$ cat config.mk
export PLATFORM = sky130hd
export DESIGN_NAME = opa_ctrl
export DESIGN_NICKNAME = d
export VERILOG_FILES = /design/src/rtl/core/opa_pkg.sv /design/src/rtl/core/opa_ctrl.sv
export SDC_FILE = /design/constraint.sdc
export NUM_CORES = 1
export LEC_CHECK = 0
export BUFFER_PORTS_ARGS = -buffer_cell sky130_fd_sc_hd__buf_2
export CORE_MARGIN = 3
export CORE_UTILIZATION = 45
export CTS_BUF_LIST = sky130_fd_sc_hd__clkbuf_8 sky130_fd_sc_hd__clkbuf_16
export DETAILED_ROUTE_END_ITERATION = 8
export PLACE_DENSITY = 0.73
export SYNTH_ARGS = -nofsm -noshare
export SYNTH_HDL_FRONTEND = slang
export SYNTH_SLANG_ARGS = --single-unit
$ cat constraint.sdc
create_clock -name clk_i -period 9.95 [get_ports clk_i]
set_clock_uncertainty 0.1 [all_clocks]
set_input_delay 1.4925 -clock clk_i [delete_from_list [all_inputs] [get_ports clk_i]]
set_output_delay 1.4925 -clock clk_i [all_outputs]
set_load 0.01 [all_outputs]
$ cat src/rtl/core/opa_pkg.sv
package opa_pkg;

  localparam int unsigned MaxPartitions = 16;
  localparam int unsigned MaxDim        = 128;
  localparam int unsigned ResultCap     = 16;
  localparam int unsigned PartW         = $clog2(MaxPartitions);
  localparam int unsigned DimW          = $clog2(MaxDim);
  localparam int unsigned AddrW         = PartW + DimW;
  localparam int unsigned CntW          = PartW + 1;
  localparam int unsigned AccW          = 48;

  localparam logic [2:0] RegMode  = 3'd0;
  localparam logic [2:0] RegParts = 3'd1;
  localparam logic [2:0] RegDim   = 3'd2;
  localparam logic [2:0] RegRatio = 3'd3;
  localparam logic [2:0] RegProbe = 3'd4;

  localparam logic KindLoad   = 1'b0;
  localparam logic KindVector = 1'b1;

  typedef struct packed {
    logic           clear;
    logic           acc_en;
    logic [PartW-1:0] part;
    logic           rank_init;
    logic           rank_step;
    logic [PartW-1:0] pos;
  } opa_cmd_t;

  typedef struct packed {
    logic           swap;
    logic           pass;
  } opa_sts_t;

endpackage

$ cat src/rtl/core/opa_ctrl.sv
module opa_ctrl (
  input  logic                        clk_i,
  input  logic                        rst_ni,
  input  logic                        s_axis_tvalid,
  output logic                        s_axis_tready,
  input  logic                        in_kind_i,
  input  logic                        in_last_i,
  input  logic [opa_pkg::DimW-1:0]    in_elem_i,
  input  logic [31:0]                 in_vid_i,
  input  logic                        mode_i,
  input  logic [4:0]                  parts_i,
  input  logic [7:0]                  dim_i,
  input  logic [4:0]                  probe_i,
  output opa_pkg::opa_cmd_t           cmd_o,
  input  opa_pkg::opa_sts_t           sts_i,
  output logic [opa_pkg::AddrW-1:0]   raddr_o,
  output logic                        m_axis_tvalid,
  input  logic                        m_axis_tready,
  output logic                        out_last_o,
  output logic [31:0]                 out_vid_o,
  output logic [opa_pkg::PartW-1:0]   out_pid_o,
  output logic [opa_pkg::AccW-1:0]    out_dist_o,
  input  logic [opa_pkg::PartW-1:0]   rank_pid_i,
  input  logic [opa_pkg::AccW-1:0]    rank_dist_i
);
  localparam int unsigned PW = opa_pkg::PartW;
  localparam int unsigned CW = opa_pkg::CntW;

  typedef enum logic [2:0] {
    StIdle, StRead, StAcc, StDrain, StSort, StCount, StEmit, StClear
  } state_e;

  state_e state_q, state_d;
  logic [CW-1:0] part_q, part_d;
  logic [PW-1:0] pos_q, pos_d;
  logic [CW-1:0] pass_q, pass_d;
  logic [CW-1:0] cnt_q, cnt_d;
  logic [CW-1:0] emit_q, emit_d;
  logic [opa_pkg::DimW-1:0] elem_q, elem_d;
  logic last_q, last_d;
  logic [31:0] vid_q, vid_d;
  logic [2:0] drain_q, drain_d;
  logic [CW-1:0] np, probe_n;
  logic [8:0] dim_n;
  logic in_range;

  assign np      = (parts_i == 5'd0) ? CW'(1) :
                   (parts_i > 5'(opa_pkg::MaxPartitions)) ? CW'(opa_pkg::MaxPartitions) :
                   CW'(parts_i);
  assign probe_n = (probe_i == 5'd0) ? CW'(1) : (CW'(probe_i) > np) ? np : CW'(probe_i);
  assign dim_n   = (dim_i == 8'd0) ? 9'd1 : {1'b0, dim_i};
  assign in_range = {2'b0, in_elem_i} < dim_n;

  assign s_axis_tready = (state_q == StIdle);
  assign raddr_o = {part_q[PW-1:0], elem_q};

  always_comb begin
    state_d = state_q; part_d = part_q; pos_d = pos_q; pass_d = pass_q;
    cnt_d = cnt_q; emit_d = emit_q; elem_d = elem_q; last_d = last_q;
    vid_d = vid_q; drain_d = drain_q;
    cmd_o = '0;
    cmd_o.part = part_q[PW-1:0];
    cmd_o.pos  = pos_q;
    unique case (state_q)
      StIdle: begin
        if (s_axis_tvalid && in_kind_i == opa_pkg::KindVector) begin
          elem_d = in_elem_i; last_d = in_last_i; vid_d = in_vid_i;
          part_d = '0;
          state_d = in_range ? StRead : (in_last_i ? StDrain : StIdle);
          drain_d = '0;
        end
      end
      StRead: state_d = StAcc;
      StAcc: begin
        cmd_o.acc_en = 1'b1;
        if (part_q + 1'b1 == np) begin
          state_d = StDrain; drain_d = '0;
        end else begin
          part_d = part_q + 1'b1; state_d = StRead;
        end
      end
      StDrain: begin
        drain_d = drain_q + 3'd1;
        if (drain_q == 3'd2) begin
          if (last_q) begin
            state_d = StSort; cmd_o.rank_init = 1'b1;
            pos_d = PW'(1); pass_d = '0;
          end else state_d = StIdle;
        end
      end
      StSort: begin
        cmd_o.rank_step = (np != CW'(1));
        if (np == CW'(1) || CW'(pos_q) + 1'b1 >= np) begin
          pos_d = PW'(1);
          if (pass_q + 1'b1 >= np) begin
            state_d = StCount; pos_d = PW'(1); cnt_d = CW'(1);
          end else pass_d = pass_q + 1'b1;
        end else pos_d = pos_q + 1'b1;
      end
      StCount: begin
        if (mode_i) begin
          cnt_d = probe_n; state_d = StEmit; emit_d = '0; pos_d = '0;
        end else if (cnt_q < np && sts_i.pass && !(CW'(pos_q) == 0 && cnt_q != CW'(1))) begin
          cnt_d = cnt_q + 1'b1; pos_d = pos_q + 1'b1;
          if (pos_q == PW'(opa_pkg::MaxPartitions - 1)) begin
            state_d = StEmit; emit_d = '0; pos_d = '0;
          end
        end else begin
          state_d = StEmit; emit_d = '0; pos_d = '0;
        end
      end
      StEmit: begin
        if (!m_axis_tvalid || m_axis_tready) begin
          if (emit_q == cnt_q) begin
            if (!m_axis_tvalid || m_axis_tready) state_d = StClear;
          end else begin
            emit_d = emit_q + 1'b1; pos_d = pos_q + 1'b1;
          end
        end
      end
      StClear: begin
        if (!m_axis_tvalid || m_axis_tready) begin
          cmd_o.clear = 1'b1; state_d = StIdle;
        end
      end
      default: state_d = StIdle;
    endcase
  end

  logic load_out;
  assign load_out = (state_q == StEmit) && (emit_q != cnt_q) && (!m_axis_tvalid || m_axis_tready);

  always_ff @(posedge clk_i or negedge rst_ni) begin
    if (!rst_ni) begin
      state_q <= StIdle; part_q <= '0; pos_q <= '0; pass_q <= '0; cnt_q <= '0;
      emit_q <= '0; elem_q <= '0; last_q <= 1'b0; vid_q <= '0;
      drain_q <= '0; m_axis_tvalid <= 1'b0;
    end else begin
      state_q <= state_d; part_q <= part_d; pos_q <= pos_d; pass_q <= pass_d;
      cnt_q <= cnt_d; emit_q <= emit_d; elem_q <= elem_d; last_q <= last_d;
      vid_q <= vid_d; drain_q <= drain_d;
      if (load_out) m_axis_tvalid <= 1'b1;
      else if (m_axis_tready) m_axis_tvalid <= 1'b0;
    end
  end

  always_ff @(posedge clk_i) begin
    if (load_out) begin
      out_vid_o  <= vid_q;
      out_pid_o  <= rank_pid_i;
      out_dist_o <= rank_dist_i;
      out_last_o <= (emit_q + 1'b1 == cnt_q);
    end
  end
endmodule

==> metrics.csv <==
stage,metric,value,unit
synth,synth_top_family_by_area,simple AND/OR/NAND/NOR gates,
route,wl,16.8,mm
grt,grtUsageMet3,4.98,%
timing,rsz0062_at_grt,false,
worst_setup_path,path_class,in2out,
power,power.density,225,nW/um2
cts,cts_tree,built,
synth,synth_top_area_share,36.2,%
placed_design,dp_hpwl,12.3,mm
worst_setup_path,cp_max_fo,6,
synth,synth_xor_area_share,2.95,%
timing,setup_viol,0,
flow_run,max_cap_violations,0,
grt,grt_max_degree,82,
timing,timing.final.crit_share,40.0,%
floorplanning,dieArea,17200,um2
grt,busiest_layer,met2,
cts,cts_sinks,156,
timing,fin_crit,3980,ps
power,switchingPower,645,uW
synth,syn-num-nets,745,
synth,synth-simple-area-share,15.3,%
power,pwr-share-seq,46.1,%
timing,fmax,251,MHz
synth,synth_area,7040,um2
synth,synthMuxAreaShare,1.23,%
placed_design,portBuffers,226,
layout,nets,965,
worst_setup_path,cp_data_arrival_time,2390,ps
cts,cts_root_buffer,clkbuf_16,
route,wire_per_inst,16.2,um
placed_design,gp_congestion,0.841,
power,p_clk_share,30.4,%
floorplanning,start_util,46.2,%
synth,synth_common_cells,"nand2_1 (139), edfxtp_1 (85), dfrtp_1 (71), ha_1 (34), inv_1 (26)",
synth,synth-edff-count,85,
synth,syn_area_per_cell,11.9,um2
route,drt_iter0_markers,264,
power,power,2.00,mW
grt,gr-total-overflow,0,
power,power.internal,1.35,mW
grt,grt_pass1_wl,26.8,mm
synth,synth.most_common_cell,nand2_1,
grt,grt_usage,19.7,%
route,postRouteAntennaNets,0,
power,peakVddDrop,0.000134,V
synth,synth_compound_area_share,9.45,%
min_path,whs_path_depth,0,
floorplanning,num_rows,45,
status,status,completed,
layout,areaGrowthSynthToFinish,25.9,%
synth,yosys.area_share.adder,6.04,%
floorplanning,coreArea,15300,um2
grt,grt_pass1_vias,5053,
synth,synthesis.instances,593,
cts,cts_resized,0,
cts,path_clk_slew,60,ps
timing,fin_tns_setup,0,ps
power,p_comb_share,23.5,%
worst_setup_path,rr_worst_depth,8,
floorplanning,die_y,131,um
route,post-route-drc-count,0,
timing,hold_viol,0,
timing,worst_pin_slew,999,ps
floorplanning,die_x,131,um
route,drt-pass1-iter-count,4,
min_path,hp-class,reg2reg,
synth,yosysUniqueCellTypes,67,
route,route.vias.total,5237,
power,total_leakage_power,4.23,nW
cts,cts_max_path_buffers,2,
worst_setup_path,worstPathRequired,8360,ps
grt,antenna_found_initial,1,
layout,drive_above_1_share,33.5,%
synth,synth_top_area_cell,edfxtp_1,
floorplanning,pin_count,228,
power,p_sw_share,32.3,%
cts,cts_hold_buf,0,
synth,synth_warnings,0,
route,avgViaCountPerCell,5.05,
synth,ys_seq_elements,156,
cts,cts_setup_buffers,0,
cts,clock_latency,420,ps
cts,cts_buffers,17,
grt,use_met1,25.2,%
grt,grt_use_met2,33.3,%
synth,synthArstFlopShare,45.5,%
worst_setup_path,worst_setup_path_end_kind,primary output,
worst_setup_path,start_kind,input pin,
synth,synthTopCellsByArea,"edfxtp_1 (36%), dfrtp_1 (25%), nand2_1 (7.4%), ha_1 (6.0%), o21ai_0 (1.6%)",
timing,max-slew-margin-rel,33.4,%
synth,synth-seq-area-share,61.5,%
cts,cts_max_level,4,
synth,synth-main-ff-cell,edfxtp_1,
timing,maxSlewViolCount,0,
worst paths after layout:
| kind | startpoint | end | slack [ps] |
|---|---|---|---|
| min | vid_q[26] | out_vid_o[26] | 340 |
| min reg2reg | vid_q[26] | out_vid_o[26] | 340 |
| max | parts_i[1] | cmd_o[4] | 5970 |
| max reg2reg | state_q[2] | emit_q[2] | 6160 |
| min in group asynchronous | rst_ni | elem_q[3] | 1110 |
| max in group asynchronous | rst_ni | vid_q[28] | 8030 |
logic make-up (layout without fill, tap and decap cells):
| group | count (synthesis) | after routing |
|---|---|---|
| and+or+nand+nor | 233 | 233 |
| DFF | 156 | 156 |
| other | 0 | 1 |
| buffers and inverters | 52 | 285 |
| adders and majority gates | 34 | 34 |
| AOI/OAI and AO/OA | 91 | 91 |
| muxes | 8 | 8 |
| xor gates and xnor gates | 19 | 19 |
sequential cells by signal, indices dropped and copies added, names as in the netlist:
register and count:
out_dist_o 48, emit_q 5, state_q 3, vid_q 32
cnt_q 5, elem_q 7, out_last_o 1, drain_q 3
pos_q 4, m_axis_tvalid 1, out_pid_o 4, last_q 1
pass_q 5, out_vid_o 32, part_q 5
layout make-up:
class,count,area [um2]
Tap cell,211,264
Timing Repair Buffer,227,1140
Antenna cell,1,2.50
Inverter,26,98.8
Fill cell,1335,6390
Sequential cell,156,4330
Clock inverter,15,133
Multi-Input combinational cell,385,2470
Clock buffer,17,425
power by group through the flow:
stage	registers, mW	logic [mW]	clock network, mW
after floorplan	0.904	0.357	0
after global placement	0.926	0.462	0
final	0.919	0.469	0.608
after detailed placement	0.932	0.474	0
after CTS	0.920	0.477	0.620
after global routing	0.940	0.537	0.643
per-stage QoR:
| step | instances | hold slack (ps) | worst slack (ps) | util, % | instance area [um2] |
|---|---|---|---|---|---|
| 2_1_floorplan | 593 | 325 | 6010 | - | 7040 |
| 6_report | 1038 | 343 | 5970 | 58.1 | 8870 |
| 3_5_place_dp | 1005 | 329 | 5730 | 54.4 | 8310 |
| 5_1_grt | 1038 | 353 | 5830 | 58.1 | 8870 |
| 3_3_place_gp | 1005 | 326 | 5750 | 54.4 | 8310 |
| 4_1_cts | 1037 | 342 | 5960 | 58.1 | 8860 |
critical path, cell delays in order:
cell and delay, ps:
buf_2 150, nor4_1 500, nor2_1 90, buf_2 150
layout by cell type (no fill, tap or decap), types with 13 or more instances in the layout:
master,instances
clkbuf_16,17
nor2_1,16
inv_1,26
a21oi_1,14
edfxtp_1,85
nand3_1,13
ha_1,34
nand2_1,139
buf_2,225
o21ai_0,22
dfrtp_1,71
metal layers:
metal | wire length (um) | share of wire (%)
met1 | 7100 | 42
met2 | 8370 | 50
met3 | 1140 | 6.8
met4 | 205 | 1.2
met5 | 0 | 0
Power figures use the tool's default switching activity.
